`src/hdl/mpf_pkg.sv`:
```
// mpf_pkg: shared types and constants for the mouse packet framer FIFO.
// No dependencies; imported by mouse_packet_framer_fifo and mpf_checker.
package mpf_pkg;

  localparam int unsigned ByteW   = 8;
  localparam int unsigned PacketW = 3 * ByteW;

  localparam logic [ByteW-1:0] SYNC_BIT = 8'h08;
  localparam logic [ByteW-1:0] YOVF_BIT = 8'h80;
  localparam logic [ByteW-1:0] XOVF_BIT = 8'h40;

  localparam logic KIND_BYTE = 1'b0;
  localparam logic KIND_READ = 1'b1;

  typedef enum logic [1:0] {
    PH_FIRST  = 2'd0,
    PH_SECOND = 2'd1,
    PH_THIRD  = 2'd2
  } phase_e;

  typedef struct packed {
    logic             kind;
    logic [ByteW-1:0] rx_byte;
  } in_t;

  typedef struct packed {
    logic [PacketW-1:0] packet_word;
    logic               empty_res;
  } out_t;

endpackage

```
`src/hdl/mpf_ram.sv`:
```
// mpf_ram: generic simple dual-port RAM, one write port, one registered read port.
// No package dependencies.
module mpf_ram #(
  parameter int unsigned WIDTH = 8,
  parameter int unsigned DEPTH = 16
) (
  input  logic                     clk_i,
  input  logic                     we_i,
  input  logic [$clog2(DEPTH)-1:0] waddr_i,
  input  logic [WIDTH-1:0]         wdata_i,
  input  logic                     re_i,
  input  logic [$clog2(DEPTH)-1:0] raddr_i,
  output logic [WIDTH-1:0]         rdata_o
);

  logic [WIDTH-1:0] mem_q [DEPTH];
  logic [WIDTH-1:0] rdata_q;

  always_ff @(posedge clk_i) begin
    if (we_i) begin
      mem_q[waddr_i] <= wdata_i;
    end
    if (re_i) begin
      rdata_q <= mem_q[raddr_i];
    end
  end

  assign rdata_o = rdata_q;

endmodule

```
`src/hdl/mouse_packet_framer_fifo.sv`:
```
// mouse_packet_framer_fifo: frames PS/2 mouse bytes into packets and queues them.
// Depends on mpf_pkg and mpf_ram.
//
//  channel   ports                      transfer when
//  -------   -------------------------  -------------------------------
//  command   start_i, busy_o, item_i    start_i high and busy_o low
//  result    done_o, res_o              done_o high (one cycle, no stall)
//
// One item is taken every cycle; busy_o stays low.
// A read request returns its result in the cycle after it is taken, through the
// registered read port of the packet RAM. Mouse bytes produce no result.
// Reset clears the framer phase, pointers and fill count; the packet RAM is
// not cleared, since only written entries are ever read.
// The result receiver cannot stall: each result is shown for exactly one cycle.
module mouse_packet_framer_fifo
  import mpf_pkg::*;
#(
  parameter int unsigned FIFO_DEPTH = 128
) (
  input  logic clk_i,
  input  logic rst_ni,
  input  logic start_i,
  output logic busy_o,
  input  in_t  item_i,
  output logic done_o,
  output out_t res_o
);

  localparam int unsigned PtrW = $clog2(FIFO_DEPTH);
  localparam int unsigned CntW = $clog2(FIFO_DEPTH + 1);
  localparam logic [PtrW-1:0] PtrLast = PtrW'(FIFO_DEPTH - 1);
  localparam logic [CntW-1:0] CntFull = CntW'(FIFO_DEPTH);

  // framer state
  phase_e           phase_q, phase_d;
  logic [ByteW-1:0] first_q, first_d;
  logic [ByteW-1:0] second_q, second_d;

  // FIFO bookkeeping
  logic [PtrW-1:0] rd_ptr_q, rd_ptr_d;
  logic [PtrW-1:0] wr_ptr_q, wr_ptr_d;
  logic [CntW-1:0] count_q, count_d;

  // result stage
  logic done_q, done_d;
  logic empty_q, empty_d;

  logic               accept;
  logic               push;
  logic               pop;
  logic [PacketW-1:0] rd_data;

  assign busy_o = 1'b0;
  assign accept = start_i && !busy_o;

  always_comb begin
    phase_d  = phase_q;
    first_d  = first_q;
    second_d = second_q;
    push     = 1'b0;
    pop      = 1'b0;
    done_d   = 1'b0;
    empty_d  = empty_q;

    if (accept && item_i.kind == KIND_BYTE) begin
      unique case (phase_q)
        PH_SECOND: begin
          second_d = item_i.rx_byte;
          phase_d  = PH_THIRD;
        end
        PH_THIRD: begin
          // overflow packets dropped, full FIFO drops silently
          push    = ((first_q & (YOVF_BIT | XOVF_BIT)) == '0) && (count_q != CntFull);
          phase_d = PH_FIRST;
        end
        default: begin
          // waiting for a first byte; also covers the unused phase code
          phase_d = PH_FIRST;
          if ((item_i.rx_byte & SYNC_BIT) != '0) begin
            first_d = item_i.rx_byte;
            phase_d = PH_SECOND;
          end
        end
      endcase
    end

    if (accept && item_i.kind == KIND_READ) begin
      done_d  = 1'b1;
      empty_d = (count_q == '0);
      pop     = (count_q != '0);
    end
  end

  // pointers wrap at FIFO_DEPTH, which need not be a power of two
  always_comb begin
    wr_ptr_d = wr_ptr_q;
    rd_ptr_d = rd_ptr_q;
    count_d  = count_q;
    if (push) begin
      wr_ptr_d = (wr_ptr_q == PtrLast) ? '0 : wr_ptr_q + 1'b1;
      count_d  = count_q + 1'b1;
    end
    if (pop) begin
      rd_ptr_d = (rd_ptr_q == PtrLast) ? '0 : rd_ptr_q + 1'b1;
      count_d  = count_q - 1'b1;
    end
  end

  always_ff @(posedge clk_i or negedge rst_ni) begin
    if (!rst_ni) begin
      phase_q  <= PH_FIRST;
      first_q  <= '0;
      second_q <= '0;
      rd_ptr_q <= '0;
      wr_ptr_q <= '0;
      count_q  <= '0;
      done_q   <= 1'b0;
      empty_q  <= 1'b0;
    end else begin
      phase_q  <= phase_d;
      first_q  <= first_d;
      second_q <= second_d;
      rd_ptr_q <= rd_ptr_d;
      wr_ptr_q <= wr_ptr_d;
      count_q  <= count_d;
      done_q   <= done_d;
      empty_q  <= empty_d;
    end
  end

  mpf_ram #(
    .WIDTH(PacketW),
    .DEPTH(FIFO_DEPTH)
  ) u_store (
    .clk_i  (clk_i),
    .we_i   (push),
    .waddr_i(wr_ptr_q),
    .wdata_i({first_q, second_q, item_i.rx_byte}),
    .re_i   (pop),
    .raddr_i(rd_ptr_q),
    .rdata_o(rd_data)
  );

  // empty read returns a zero word
  assign done_o            = done_q;
  assign res_o.packet_word = empty_q ? '0 : rd_data;
  assign res_o.empty_res   = empty_q;

endmodule

```
`config.mk`:
```
export PLATFORM = sky130hd
export DESIGN_NAME = mouse_packet_framer_fifo
export DESIGN_NICKNAME = d
export VERILOG_FILES = /design/src/hdl/mpf_pkg.sv /design/src/hdl/mpf_ram.sv /design/src/hdl/mouse_packet_framer_fifo.sv
export SDC_FILE = /design/constraint.sdc
export NUM_CORES = 2
export LEC_CHECK = 0
export ABC_AREA = 1
export BUFFER_PORTS_ARGS = -buffer_cell sky130_fd_sc_hd__buf_2
export CAP_MARGIN = 20
export CORE_UTILIZATION = 45
export CTS_CLUSTER_SIZE = 30
export DETAILED_ROUTE_END_ITERATION = 8
export PLACE_DENSITY_LB_ADDON = 0.08
export SYNTH_ARGS = -nofsm -noshare
export SYNTH_HDL_FRONTEND = slang
export SYNTH_SLANG_ARGS = --single-unit
```
`constraint.sdc`:
```
create_clock -name clk_i -period 5.7 [get_ports clk_i]
set_clock_uncertainty 0.1 [all_clocks]
set_input_delay 0.285 -clock clk_i [delete_from_list [all_inputs] [get_ports clk_i]]
set_output_delay 0.285 -clock clk_i [all_outputs]
set_load 0.1 [all_outputs]
```
==> summary.txt <==
Clock network
  – Htree depth: 5
  – CTS Sinks: approximately 3100
  – Postcts setup bufs: 0
  – Post-CTS sizing: 0
  – Clk buf depth: 4
  – TritonCTS clock tree: yes
  – CTS buffer count: approximately 340
  – Clock slew at reported path FFs: about 0.060 ns
  – Clock root buffer: clkbuf_16
  – Clock latency on the worst-skew pair: roughly 0.9 ns
  – CTS Hold Buffers Added: 13

Synth
  – Number of synthesized register bits: 3138
  – Commonest cells post-synth: 3874 x nand2_1, 3096 x edfxtp_1, 1547 x nor2_1
  – Post-Synthesis Net Count: 12485
  – Synth Warn #: 0
  – Mapped Cells: 12462
  – Cell variety after synth: 36
  – Dominant cell type by area after synthesis: edfxtp_1
  – Post-synth EDFFs: between 3000 and 4000
  – Synthesized area per cell: approximately 11 um2
  – Synth Cell Area: approximately 130000 um2
  – Fraction of registers with async set or reset after synthesis: 0.0134
  – Yosys top cell area share: 0.704
  – Synth area leaders: edfxtp_1 70%, nand2_1 11%, nand3_1 4.6%
  – Most common cell in the synthesized netlist: nand2_1
  – Sequential element share of the synthesized area: 0.712
  – Ys flop type: edfxtp_1

Route
  – DRC: 0
  – DR vias/cell: 5.32
  – Drt wl/cell: around 25 um
  – DR iter-0 viols: between 10000 and 15000
  – Routed vias: 88476
  – Final wirelength: between 400000 and 500000 um
  – Drt pass-1 iters: 7
  – ANT nets after route: 0

Global route
  – Grt total ovfl: 0
  – Initial antenna violation count: 19
  – Pin count of the biggest net entering global routing: approximately 160
  – Global-route wire length before repair: approximately 600000 um
  – Tot GR Track Use: 0.279
  – Via count of the first global-routing pass: between 80000 and 90000

Floorplanning
  – Core area: 291000 um2
  – Die Area: 296000 um2
  – Initial Utilization: 0.453
  – Row cnt: around 200
  – Die Wd: ~540 um
  – Height of the die: between 500 and 600 um
  – Ports: 39

Worst setup path
  – CP endpoint: u_store.rdata_o[0]
  – CP startpoint: rd_ptr_q[1]
  – Flop-to-flop setup slack: 1.09 ns
  – Worst EP arrival: 5.29 ns
  – Worst-path maximum fanout: between 60 and 70
  – CP required: 6.37 ns
  – RR Endpoint: u_store.rdata_o[0]
  – Critical path type: reg2reg
  – Reg-to-reg startpoint: rd_ptr_q[1]
  – Startpoint types: register
  – R2R depth: 10
  – Crit. End Element: register

STA
  – Max Clk Rate: between 200 and 250 MHz
  – Post-route minimum period: 4.61 ns
  – Setup violators final: 0
  – Final hold violations: 0
  – Worst rel slew slack: 0.212
  – RSZ-0062 raised after global routing: false
  – Least-Margin Pin Slew: roughly 1.2 ns
  – Fin. max-slew vios: 0
  – Setup TNS: 0 ns
  – Tcrit/Tclk final: 0.810

Placed design
  – Port buffer count: 37
  – # placed instances: about 16000
  – Final HPWL DP: 237000 um
  – Post-DP Area: 137000 um2
  – Final GP Congestion: just over 0.9

Status
  – Status: complete, no violations

Layout
  – Layout cells sized above 1: 0.0723
  – Nets@finish: ~12000
  – Finished layout cell area: around 150000 um2
  – Synth-to-Final Area Change: 12.0%
  – Fill cell count: 25954
  – Fin cells: about 17000

Power and ir drop
  – P per Cell Area: roughly 500 nW/um2
  – Worst vdd ir: between 0.4 and 0.5 mV
  – Leak: just under 60 nW

Min path
  – Min-delay worst type: in2reg

Run
  – Max_cap viols: 0
[sequential cells by signal, summed over array words and instances, names as in the netlist]
signal           flops
rd_ptr_q             7
done_o               1
phase_q              2
empty_q              1
u_store.mem_q     3072
second_q             8
wr_ptr_q             7
u_store.rdata_o     24
first_q              8
count_q              8
[layout make-up]
| type | instances | area (um2) | area share |
|---|---|---|---|
| Clock inverter | 162 | 1110 | 0.00750 |
| Inverter | 1287 | 4860 | 0.0329 |
| Antenna cell | 12 | 30.0 | 0.000203 |
| Sequential cell | 3138 | 94100 | 0.636 |
| Multi-Input combinational cell | 7376 | 30800 | 0.208 |
| Timing Repair Buffer | 326 | 3040 | 0.0206 |
| Clock buffer | 442 | 9090 | 0.0615 |
| Tap cell | 3900 | 4880 | 0.0330 |
[worst max-delay path, cell delays in order (launching register included)]
cell	delay (ns)
dfrtp_4	0.83
buf_4	0.79
buf_4	0.54
o21ai_0	0.18
o21ai_0	0.31
nand2_1	0.10
nand3_1	0.18
nor2_1	0.14
nor2_1	0.74
nor2_1	0.25
nor2_1	0.16
[cells in the final DEF (no fill, tap or decap), types with 4 or more instances in the layout]
| cell type | synthesis | layout |
|---|---|---|
| clkbuf_16 | 0 | 348 |
| clkinv_1 | 2 | 88 |
| edfxtp_1 | 3096 | 3096 |
| buf_6 | 7 | 8 |
| o211ai_1 | 18 | 18 |
| inv_6 | 0 | 11 |
| clkinv_2 | 0 | 42 |
| nand2_4 | 0 | 4 |
| ha_1 | 10 | 10 |
| buf_2 | 242 | 29 |
| bufinv_16 | 0 | 12 |
| o21ai_0 | 600 | 600 |
| nand3_1 | 1217 | 1215 |
| dfrtp_4 | 0 | 19 |
| or2_2 | 11 | 11 |
| buf_4 | 7 | 229 |
| inv_2 | 3 | 4 |
| nand2_1 | 3874 | 3868 |
| clkinv_8 | 0 | 5 |
| inv_1 | 1282 | 1278 |
| dlygate4sd3_1 | 0 | 13 |
| nor2_2 | 1 | 125 |
| dfrtp_1 | 42 | 21 |
| nor3_1 | 5 | 4 |
| xor2_1 | 13 | 13 |
| buf_12 | 0 | 45 |
| diode_2 | 0 | 12 |
| a21oi_1 | 54 | 54 |
| nor2_1 | 1547 | 1420 |
| clkbuf_1 | 322 | 91 |
| clkinvlp_4 | 0 | 4 |
| o21ai_1 | 7 | 7 |
[report_power, final]
part	internal (mW)	total, mW	switching (mW)
combinational	5.20	23.7	18.5
sequential	27.7	29.2	1.47
clock	11.7	20.7	9.01
total	44.6	73.7	29.0
[how the worst min path moves through the flow]
| stage | depth (start not counted) | slack (ns) | startpoint | to |
|---|---|---|---|---|
| 2_1_floorplan | 0 | -0.11 | rst_ni | count_q[0] |
| 3_3_place_gp | 2 | 0.31 | rst_ni | done_o |
| 3_5_place_dp | 2 | 0.33 | rst_ni | done_o |
| 4_1_cts | 2 | 0.19 | item_i[2] | u_store.mem_q[127][2] |
| 5_1_grt | 2 | 0.23 | item_i[2] | u_store.mem_q[127][2] |
| 6_report | 2 | 0.23 | item_i[2] | u_store.mem_q[127][2] |
[cells by family (layout without fill, tap and decap cells)]
logic type / after synthesis / count (layout) / synth area share
buffers and inverters: 1948 / 2217 / 0.0582
adder cells (fa/ha/maj): 11 / 11 / 0.00110
other: 1 / 13 / 0.0000284
XOR/XNOR: 15 / 15 / 0.000995
AND/OR/NAND/NOR: 6666 / 6666 / 0.202
flip-flops: 3138 / 3138 / 0.712
multiplexers: 1 / 1 / 0.0000852
AO/OA/AOI/OAI: 682 / 682 / 0.0262
[metrics by stage]
stage / power (mW) / setup slack [ns] / hold WS [ns] / utilization
2_1_floorplan: 41.9 / 1.07 / -0.111 / -
3_3_place_gp: 53.2 / 1.06 / 0.312 / 0.472
4_1_cts: 73.9 / 1.04 / 0.190 / 0.507
5_1_grt: 76.5 / 1.03 / 0.231 / 0.508
6_report: 73.7 / 1.09 / 0.233 / 0.508
3_5_place_dp: 53.2 / 1.06 / 0.328 / 0.472
[metal layers]
| metal | vias to the layer above | part of all wire | track usage |
|---|---|---|---|
| met3 | 605 | 0.066 | 0.0349 |
| met5 | - | 0 | 0 |
| met4 | 0 | 0.047 | 0.123 |
| met2 | 3231 | 0.45 | 0.431 |
| met1 | 43662 | 0.43 | 0.396 |
| li1 | 40978 | - | - |
No activity file was read; power rests on OpenSTA's default activity.
